## src/design/mrrt_pkg.sv

```systemverilog
package mrrt_pkg;

  localparam int MAX_REGIONS = 16;
  localparam int IDX_W       = (MAX_REGIONS > 1) ? $clog2(MAX_REGIONS) : 1;
  localparam int ADDR_W      = 48;
  localparam int END_W       = ADDR_W + 1;
  localparam int KEY_W       = 32;

  localparam logic [IDX_W-1:0] LAST_IDX = IDX_W'(MAX_REGIONS - 1);

  localparam logic [1:0] CMD_REGISTER   = 2'd0;
  localparam logic [1:0] CMD_UNREGISTER = 2'd1;
  localparam logic [1:0] CMD_LOOKUP     = 2'd2;

  localparam logic [1:0] ST_OK        = 2'd0;
  localparam logic [1:0] ST_OVERLAP   = 2'd1;
  localparam logic [1:0] ST_FULL      = 2'd2;
  localparam logic [1:0] ST_NOT_FOUND = 2'd3;

  typedef struct packed {
    logic [1:0]        cmd;
    logic [ADDR_W-1:0] address;
    logic [ADDR_W-1:0] region_length;
    logic [KEY_W-1:0]  local_key_in;
    logic [KEY_W-1:0]  remote_key_in;
  } req_t;

  typedef struct packed {
    logic [1:0]       status;
    logic [KEY_W-1:0] local_key_out;
    logic [KEY_W-1:0] remote_key_out;
  } rsp_t;

  // Table entry: end address is kept instead of length so the scan only compares.
  typedef struct packed {
    logic [ADDR_W-1:0] base;
    logic [END_W-1:0]  end_addr;
    logic [KEY_W-1:0]  local_key;
    logic [KEY_W-1:0]  remote_key;
  } entry_t;

  localparam int ENTRY_W = $bits(entry_t);

endpackage

```

## src/design/mrrt_ram.sv

```systemverilog
module mrrt_ram #(
  parameter int WIDTH = 8,
  parameter int DEPTH = 16
) (
  input  logic                                        clk,
  input  logic                                        wr_en,
  input  logic [((DEPTH > 1) ? $clog2(DEPTH) : 1)-1:0] wr_addr,
  input  logic [WIDTH-1:0]                            wr_data,
  input  logic [((DEPTH > 1) ? $clog2(DEPTH) : 1)-1:0] rd_addr,
  output logic [WIDTH-1:0]                            rd_data
);

  logic [WIDTH-1:0] mem [DEPTH];

  always_ff @(posedge clk) begin
    if (wr_en) begin
      mem[wr_addr] <= wr_data;
    end
    rd_data <= mem[rd_addr];
  end

endmodule

```

## src/design/memory_region_range_table_top.sv

```systemverilog
// Memory region range table: holds up to MAX_REGIONS regions (base, length, local
// key, remote key) and serves one request at a time. Register adds a region into
// the lowest free entry unless it overlaps a held region (overlap status) or the
// table has no free entry (full status); unregister drops every region holding
// the address; lookup returns the keys of the region holding the address, or
// not-found with zero keys. One compare unit checks one entry per cycle as the
// entries stream out of the entry RAM, so a full scan holds the request side
// stalled while it walks every entry; a lookup hit or an overlap ends the scan
// at that entry, and an unused command goes straight to the response state
// without a scan.
// The response sits in an output register, so the next transaction is taken
// while an earlier response still waits.
module memory_region_range_table_top (
  input  logic          clk,
  input  logic          rst,
  input  logic          req_valid,
  output logic          req_stall,
  input  mrrt_pkg::req_t req,
  output logic          rsp_valid,
  input  logic          rsp_stall,
  output mrrt_pkg::rsp_t rsp
);
  import mrrt_pkg::*;

  typedef enum logic [2:0] {
    S_IDLE = 3'b001,
    S_SCAN = 3'b010,
    S_RESP = 3'b100
  } state_t;

  state_t             state;
  logic [1:0]         op_cmd;
  logic [ADDR_W-1:0]  op_addr;
  logic [END_W-1:0]   op_end;
  logic [KEY_W-1:0]   op_lk;
  logic [KEY_W-1:0]   op_rk;
  logic [IDX_W-1:0]   scan_idx;
  logic               issue_on;
  logic               chk_pending;
  logic [IDX_W-1:0]   chk_idx;
  logic               free_found;
  logic [IDX_W-1:0]   free_idx;
  logic [1:0]         res_status;
  logic [KEY_W-1:0]   res_lk;
  logic [KEY_W-1:0]   res_rk;
  logic [MAX_REGIONS-1:0] valid;

  logic [ENTRY_W-1:0] rd_data;
  entry_t             ent;
  entry_t             wr_entry;
  logic [END_W-1:0]   a_ext;
  logic [END_W-1:0]   b_ext;
  logic               entry_live;
  logic               holds_addr;
  logic               overlap;
  logic               chk_last;
  logic               rsp_load;
  logic               wr_en;

  // Shared compare unit: one table entry per cycle.
  always_comb begin
    ent        = entry_t'(rd_data);
    a_ext      = {1'b0, op_addr};
    b_ext      = {1'b0, ent.base};
    entry_live = chk_pending && valid[chk_idx];
    holds_addr = entry_live && (b_ext <= a_ext) && (a_ext < ent.end_addr);
    overlap    = entry_live && ((b_ext <= a_ext && a_ext < ent.end_addr) ||
                                (b_ext < op_end && op_end <= ent.end_addr) ||
                                (a_ext <= b_ext && ent.end_addr <= op_end));
    chk_last   = chk_pending && (chk_idx == LAST_IDX);
  end

  assign req_stall = (state != S_IDLE);
  assign rsp_load  = (state == S_RESP) && (!rsp_valid || !rsp_stall);
  assign wr_en     = rsp_load && (op_cmd == CMD_REGISTER) && (res_status == ST_OK);
  assign wr_entry  = '{base: op_addr, end_addr: op_end, local_key: op_lk, remote_key: op_rk};

  mrrt_ram #(
    .WIDTH(ENTRY_W),
    .DEPTH(MAX_REGIONS)
  ) u_entry_ram (
    .clk    (clk),
    .wr_en  (wr_en),
    .wr_addr(free_idx),
    .wr_data(wr_entry),
    .rd_addr(scan_idx),
    .rd_data(rd_data)
  );

  always_ff @(posedge clk) begin
    if (rst) begin
      state       <= S_IDLE;
      valid       <= '0;
      rsp_valid   <= 1'b0;
      issue_on    <= 1'b0;
      chk_pending <= 1'b0;
      free_found  <= 1'b0;
    end else begin
      if (rsp_load) begin
        rsp_valid <= 1'b1;
      end else if (!rsp_stall) begin
        rsp_valid <= 1'b0;
      end
      unique case (state)
        S_IDLE: begin
          if (req_valid) begin
            op_cmd      <= req.cmd;
            op_addr     <= req.address;
            op_end      <= {1'b0, req.address} + {1'b0, req.region_length};
            op_lk       <= req.local_key_in;
            op_rk       <= req.remote_key_in;
            scan_idx    <= '0;
            chk_pending <= 1'b0;
            free_found  <= 1'b0;
            res_lk      <= '0;
            res_rk      <= '0;
            res_status  <= (req.cmd == CMD_LOOKUP) ? ST_NOT_FOUND : ST_OK;
            if (req.cmd == CMD_REGISTER || req.cmd == CMD_UNREGISTER ||
                req.cmd == CMD_LOOKUP) begin
              issue_on <= 1'b1;
              state    <= S_SCAN;
            end else begin
              issue_on <= 1'b0;
              state    <= S_RESP;
            end
          end
        end
        S_SCAN: begin
          // Read address runs one entry ahead of the compare.
          chk_pending <= issue_on;
          chk_idx     <= scan_idx;
          if (issue_on) begin
            if (scan_idx == LAST_IDX) begin
              issue_on <= 1'b0;
            end else begin
              scan_idx <= scan_idx + 1'b1;
            end
          end
          if (chk_pending) begin
            case (op_cmd)
              CMD_REGISTER: begin
                if (overlap) begin
                  res_status <= ST_OVERLAP;
                  state      <= S_RESP;
                end else begin
                  if (!valid[chk_idx] && !free_found) begin
                    free_found <= 1'b1;
                    free_idx   <= chk_idx;
                  end
                  if (chk_last) begin
                    res_status <= (free_found || !valid[chk_idx]) ? ST_OK : ST_FULL;
                    state      <= S_RESP;
                  end
                end
              end
              CMD_UNREGISTER: begin
                if (holds_addr) begin
                  valid[chk_idx] <= 1'b0;
                end
                if (chk_last) begin
                  state <= S_RESP;
                end
              end
              CMD_LOOKUP: begin
                if (holds_addr) begin
                  res_status <= ST_OK;
                  res_lk     <= ent.local_key;
                  res_rk     <= ent.remote_key;
                  state      <= S_RESP;
                end else if (chk_last) begin
                  state <= S_RESP;
                end
              end
              default: begin
                state <= S_RESP;
              end
            endcase
          end
        end
        S_RESP: begin
          if (rsp_load) begin
            rsp       <= '{status: res_status, local_key_out: res_lk,
                           remote_key_out: res_rk};
            state     <= S_IDLE;
            if (wr_en) begin
              valid[free_idx] <= 1'b1;
            end
          end
        end
        default: begin
          state <= S_IDLE;
        end
      endcase
    end
  end

endmodule

```

## config.mk

```make
export PLATFORM = sky130hd
export DESIGN_NAME = memory_region_range_table_top
export DESIGN_NICKNAME = d
export VERILOG_FILES = /design/src/design/mrrt_pkg.sv /design/src/design/mrrt_ram.sv /design/src/design/memory_region_range_table_top.sv
export SDC_FILE = /design/constraint.sdc
export NUM_CORES = 2
export LEC_CHECK = 0
export BUFFER_PORTS_ARGS = -buffer_cell sky130_fd_sc_hd__buf_2
export CAP_MARGIN = 30
export CORE_ASPECT_RATIO = 1.2
export CORE_MARGIN = 5
export CORE_UTILIZATION = 62
export CTS_CLUSTER_DIAMETER = 200
export DETAILED_ROUTE_END_ITERATION = 16
export PLACE_DENSITY_LB_ADDON = 0.2
export SLEW_MARGIN = 20
export SYNTH_ARGS = -nofsm -noshare
export SYNTH_HDL_FRONTEND = slang
export SYNTH_HIERARCHICAL = 1
export SYNTH_SLANG_ARGS = --single-unit
```

## constraint.sdc

```tcl
create_clock -name clk -period 21.6 [get_ports clk]
set_input_delay 3.24 -clock clk [delete_from_list [all_inputs] [get_ports clk]]
set_output_delay 3.24 -clock clk [all_outputs]
set_load 0.005 [all_outputs]
```

# Word level (Yosys, flattened, before mapping)
# Memories as Yosys holds them, arrays and structs flattened. A register that Yosys moved wholly into a read port is not among the register bits.
# Index checks and enable logic that the tools add are counted.
[word_totals]
regBits = 330
ram_bits = 2576
inputBits = 166
word_cells = 163
memories = 1
[mem_list]
columns = ["name", "words", "word_bits", "read_ports", "rd_ports_with_merged_regs", "wr", "line", "source"]
rows = [
  ["u_entry_ram.mem", 16, 161, 1, 1, 1, "mrrt_ram.sv:13", "logic [WIDTH-1:0] mem [DEPTH];"],
]
[classes]
n_addsub = 2
magnitude_cmp = 10
n_eq_ne = 26
n_mux = 59
n_bitwise = 5
reduce_logical = 40
[ops]
columns = ["op", "count"]
rows = [
  ["$mux W32", 7],
  ["$pmux W32 S2", 2],
  ["$le A49 B49 Y1", 2],
  ["$lt A48 B49 Y1", 2],
  ["$le A48 B48 Y1", 2],
  ["$mux W16", 5],
  ["$add A48 B48 Y49", 1],
  ["$pmux W16 S2", 1],
  ["$reduce_and A6 Y1", 4],
  ["$mux W3", 7],
  ["$ne A2 B2 Y1 const B", 10],
  ["$pmux W3 S3", 2],
  ["$and A16 B16 Y16", 1],
  ["$mux W1", 16],
  ["$not A16 Y16", 1],
  ["$or A16 B16 Y16", 1],
  ["$logic_and A1 B1 Y1", 14],
  ["$mux W2", 7],
  ["$mux W4", 3],
  ["$lt A4 B5 Y1 const B", 2],
  ["$reduce_and A3 Y1", 3],
  ["$demux W1 S4", 2],
  ["$eq A4 B4 Y1 const B", 2],
  ["$ge A4 B1 Y1 const B", 2],
  ["other kinds (22)", 43],
]

# Logic depth before layout (Yosys ltp)
[depth]
word_depth = 10
depth_mapped = 13
depth_no_buf = 13

# Cells and area by module
# Netlist, hierarchy kept.
[by_module_without_submodules]
columns = ["module", "n_inst", "cells_per_inst", "area_per_inst_um2"]
rows = [
  ["mrrt_ram", 1, 4208, 99905.8],
  ["memory_region_range_table_top", 1, 1547, 18236.2],
]

# Worst setup path before layout
# No wires, ideal clock.
[synth_timing]
kind = "input to register"
from = "input rsp_stall"
to = "memory u_entry_ram/mem[0][0] in the netlist's numbering (enable)"
setup_time_ns = 0.879
t_arrival_ns = 15.179
required_time_ns = 20.721
path_slack_ns = 5.542
path_stages = 5
path_buffers = 0
cell_sequence = "nand2_1 > nand2_1 > nor4_1 > or3b_2 > nor3_1"
[synth_between]
elab_chain_cells = 7
[synth_lines]
columns = ["element", "line", "source"]
rows = [
  ["from (decl)", "memory_region_range_table_top.sv:20", "input logic rsp_stall,"],
  ["$logic_not A1 Y1", "n/a", ""],
  ["$logic_or A1 B1 Y1", "memory_region_range_table_top.sv:74", "assign rsp_load = (state == S_RESP) && (!rsp_valid || !rsp_stall);"],
  ["$logic_and A1 B1 Y1", "memory_region_range_table_top.sv:74", ""],
  ["$logic_and A1 B1 Y1 (2 in series)", "memory_region_range_table_top.sv:75", "assign wr_en = rsp_load && (op_cmd == CMD_REGISTER) && (res_status == ST_OK);"],
  ["named net wr_en", "memory_region_range_table_top.sv:58", "logic wr_en;"],
  ["$mux W1", "mrrt_ram.sv:16", "if (wr_en) begin"],
  ["$mux W1 (not written as such)", "mrrt_ram.sv:17", "mem[wr_addr] <= wr_data;"],
  ["to (decl)", "mrrt_ram.sv:13", ""],
]
# The timed path passes the listed nets, and every way through them passes these cells.

# Worst setup path after layout
[layout_timing]
from = "input rsp_stall"
to = "memory u_entry_ram/mem[11][79] in the netlist's numbering (enable)"
# The elaborated chain is that of the path after synthesis.

==> out/qor.yml <==
grt_pass1_wl_um: 415000
yosys_register_bits: 3067
critPathSlowestCell: "buf_4"
io_pins: 234
worstMarginPinSlew_ps: 1190
wirelength_um: 284000
powerDensity_nw_per_um2: 92.8
crit_type: "input pin to flop"
cts.clk_slew.worst_paths_ps: 60
synth.distinct_cells: 76
slew_viol_final: 0
grt_antenna_before_repair: 8
postRouteAntennaNets: 0
reg2reg_depth: 9
initial_utilization: 0.623
max_freq_ghz: 0.153
grt_overflow_total: 0
ys_warn_count: 6
worstPathMaxFanout: 45
syn-cell-area_um2: 118000
whs_ps: 415
syn_nets: 6162
vias_per_cell: 6.70
worst-path-buf-inv: 6
crit_chain: "buf_2, nand2_1, nand2_1, nor4_1, buf_4, nand3b_1, nor2_4, buf_4, buf_4, buf_4, buf_4"
rows: 175
hold_depth: 0
layout_commonest_cell: "edfxtp_1"
seq_area_frac_synth: 0.764
track_usage: 0.287
syn_inst: 5755
drt-pass1-iter-count: 7
slowest_delay_ps: 860
arrival_ps: 7050
die_area_um2: 199000
clock-sinks: 3067
fin_util: 0.698
fin_setup_tns_ps: 0
crit_family: "buffers and inverters"
drv_cap: 0
rsz0062_at_grt: "no"
via_count: 59524
max_slew_margin: 0.206
insertion_delay_ps: 940
h-tree-depth: 5
die_y_um: 488
path_depth: 11
syn_area_per_cell_um2: 20.5
gp_congestion: 0.899
finalSetupViolations: 0
clockBufferDepth: 4
hold_buffers: 0
synthArstFlopShare: 0
drc_errors: 0
p_leak_nw: 43.8
vdd_drop_max_uv: 95.1
cts_made_buffers: 302
grt_max_degree: 126
areaGrowthSynthToFinish_pct: 12.0
initialDrtViolationCount: 7254
cts_tree: "built"
die_x_um: 408
grt_pass1_vias: 60736
root_buffer: "clkbuf_16"
status: "complete, no violations"
final_nets: 6592
portBuffers: 233
worstSetupEndpointType: "flop"
core_area_um2: 190000
cts_setup_buffers: 0
start_kind: "input pin"
place_hpwl_um: 163000
cp_common_cell: "buf_4"
dominantRegCellSynth: "edfxtp_1"
period_needed_ps: 6530
cts.repair.resized: 0
cp.required_ps: 22130
synth_edf_count: 2883
min_path_type: "flop to flop"
final_cell_mix: "2883 x edfxtp_1, 608 x mux4_2, 305 x clkbuf_16"
post_drt_wl_per_cell_um: 32.0
layout-drive-gt1-share: 0.235
finalHoldViolCount: 0
skew_ps: 68.3
period_share: 0.302
-- cells by family after synthesis --
| kind of cell | synth area share |
|---|---|
| fa+ha+maj | 0.0256 |
| compound gates | 0.0422 |
| buf+inv | 0.0157 |
| flops | 0.764 |
| xor+xnor | 0.00319 |
| mux | 0.126 |
| simple gates | 0.0239 |
-- through the flow --
step                      std cells  instance area [um^2]  power (mW)  setup slack (ps)
after floorplan                5755                118000        7.10              5540
after global placement         8336                122000        7.32             13650
after detailed placement       8354                123000        7.34             14190
after CTS                      8875                132000        12.4             15120
after global routing           8881                132000        12.7             15030
final                          8881                132000        12.3             15070
-- metal layers --
metal / up-vias / global-route usage / share of wire
li1: 24572 / - / -
met1: 31192 / 0.405 / 0.38
met2: 3288 / 0.465 / 0.49
met3: 472 / 0.0626 / 0.10
met4: 0 / 0.0762 / 0.028
met5: - / 0 / 0
-- power breakdown --
| group | leakage (nW) | internal, mW | switching [mW] |
|---|---|---|---|
| registers | 27.6 | 6.56 | 0.110 |
| logic | 11.6 | 0.224 | 0.329 |
| clock network | 4.60 | 2.94 | 2.11 |
| total | 43.8 | 9.73 | 2.55 |
-- final cells by class --
class,instances,area [um^2]
flip-flops and latches,3067,90300
repair buffers,368,2650
diodes,1,2.50
multi-input cells,2275,26200
clock inverters,117,1200
well taps,2478,3100
inverters,171,642
clock buffers,404,8220
fillers,11334,57300
-- worst register-to-register path, delay by kind of cell (launching register included) --
family	cells	cell delay (ps)
buffers and inverters	6	3560
muxes	2	1010
DFF	1	900
AOI/OAI and AO/OA	1	100
-- cells in the mapped netlist, types with 5 or more instances --
| master | instances | area [um^2] |
|---|---|---|
| edfxtp_1 | 2883 | 86600 |
| o311ai_0 | 6 | 52.6 |
| a21o_1 | 31 | 233 |
| o21bai_1 | 8 | 60.1 |
| clkbuf_1 | 102 | 383 |
| mux4_2 | 608 | 13700 |
| buf_1 | 5 | 18.8 |
| a211oi_1 | 18 | 135 |
| a31oi_1 | 9 | 56.3 |
| buf_6 | 16 | 180 |
| nor2b_1 | 44 | 275 |
| o21ai_0 | 91 | 455 |
| nand3b_1 | 5 | 37.5 |
| nor2_1 | 81 | 304 |
| a21oi_1 | 124 | 621 |
| ha_1 | 240 | 3000 |
| nor3_1 | 14 | 70.1 |
| dfxtp_1 | 184 | 3680 |
| a22oi_1 | 279 | 2090 |
| buf_4 | 15 | 113 |
| inv_1 | 171 | 642 |
| o211ai_1 | 13 | 97.6 |
| xnor2_1 | 33 | 289 |
| xor2_1 | 10 | 87.6 |
| nand2_1 | 198 | 743 |
| and2_1 | 74 | 463 |
| a2111oi_0 | 5 | 43.8 |
| nand4_1 | 35 | 219 |
| buf_2 | 104 | 521 |
| a221oi_1 | 20 | 175 |
| mux2_2 | 76 | 856 |
| mux2i_1 | 28 | 280 |
| nand3_1 | 27 | 135 |
| nor4_1 | 14 | 87.6 |
| o221ai_1 | 27 | 236 |
| o22a_1 | 6 | 52.6 |
| o21a_1 | 20 | 150 |
| nand2b_1 | 36 | 225 |
| or2_2 | 6 | 37.5 |
| and3_1 | 12 | 75.1 |
-- path summary, 6_finish.rpt --
check / slack [ps] / endpoint / start
max: 15070 / u_entry_ram/mem[11][79] / rsp_stall
min: 420 / rsp[56] / res_lk[24]
max reg2reg: 15920 / u_entry_ram/rd_data[115] / scan_idx[0]
min reg2reg: 420 / rsp[56] / res_lk[24]
-- flip-flops by register name (all words and copies together), names as in the netlist --
signal / flops
res_status: 2
res_rk: 32
op_cmd: 2
u_entry_ram/rd_data: 161
state: 3
op_addr: 48
rsp: 66
scan_idx: 4
free_idx: 4
op_lk: 32
op_end: 49
valid: 16
free_found: 1
res_lk: 32
u_entry_ram/mem: 2576
chk_pending: 1
chk_idx: 4
rsp_valid: 1
issue_on: 1
op_rk: 32
No activity file was read; power rests on OpenSTA's default activity.
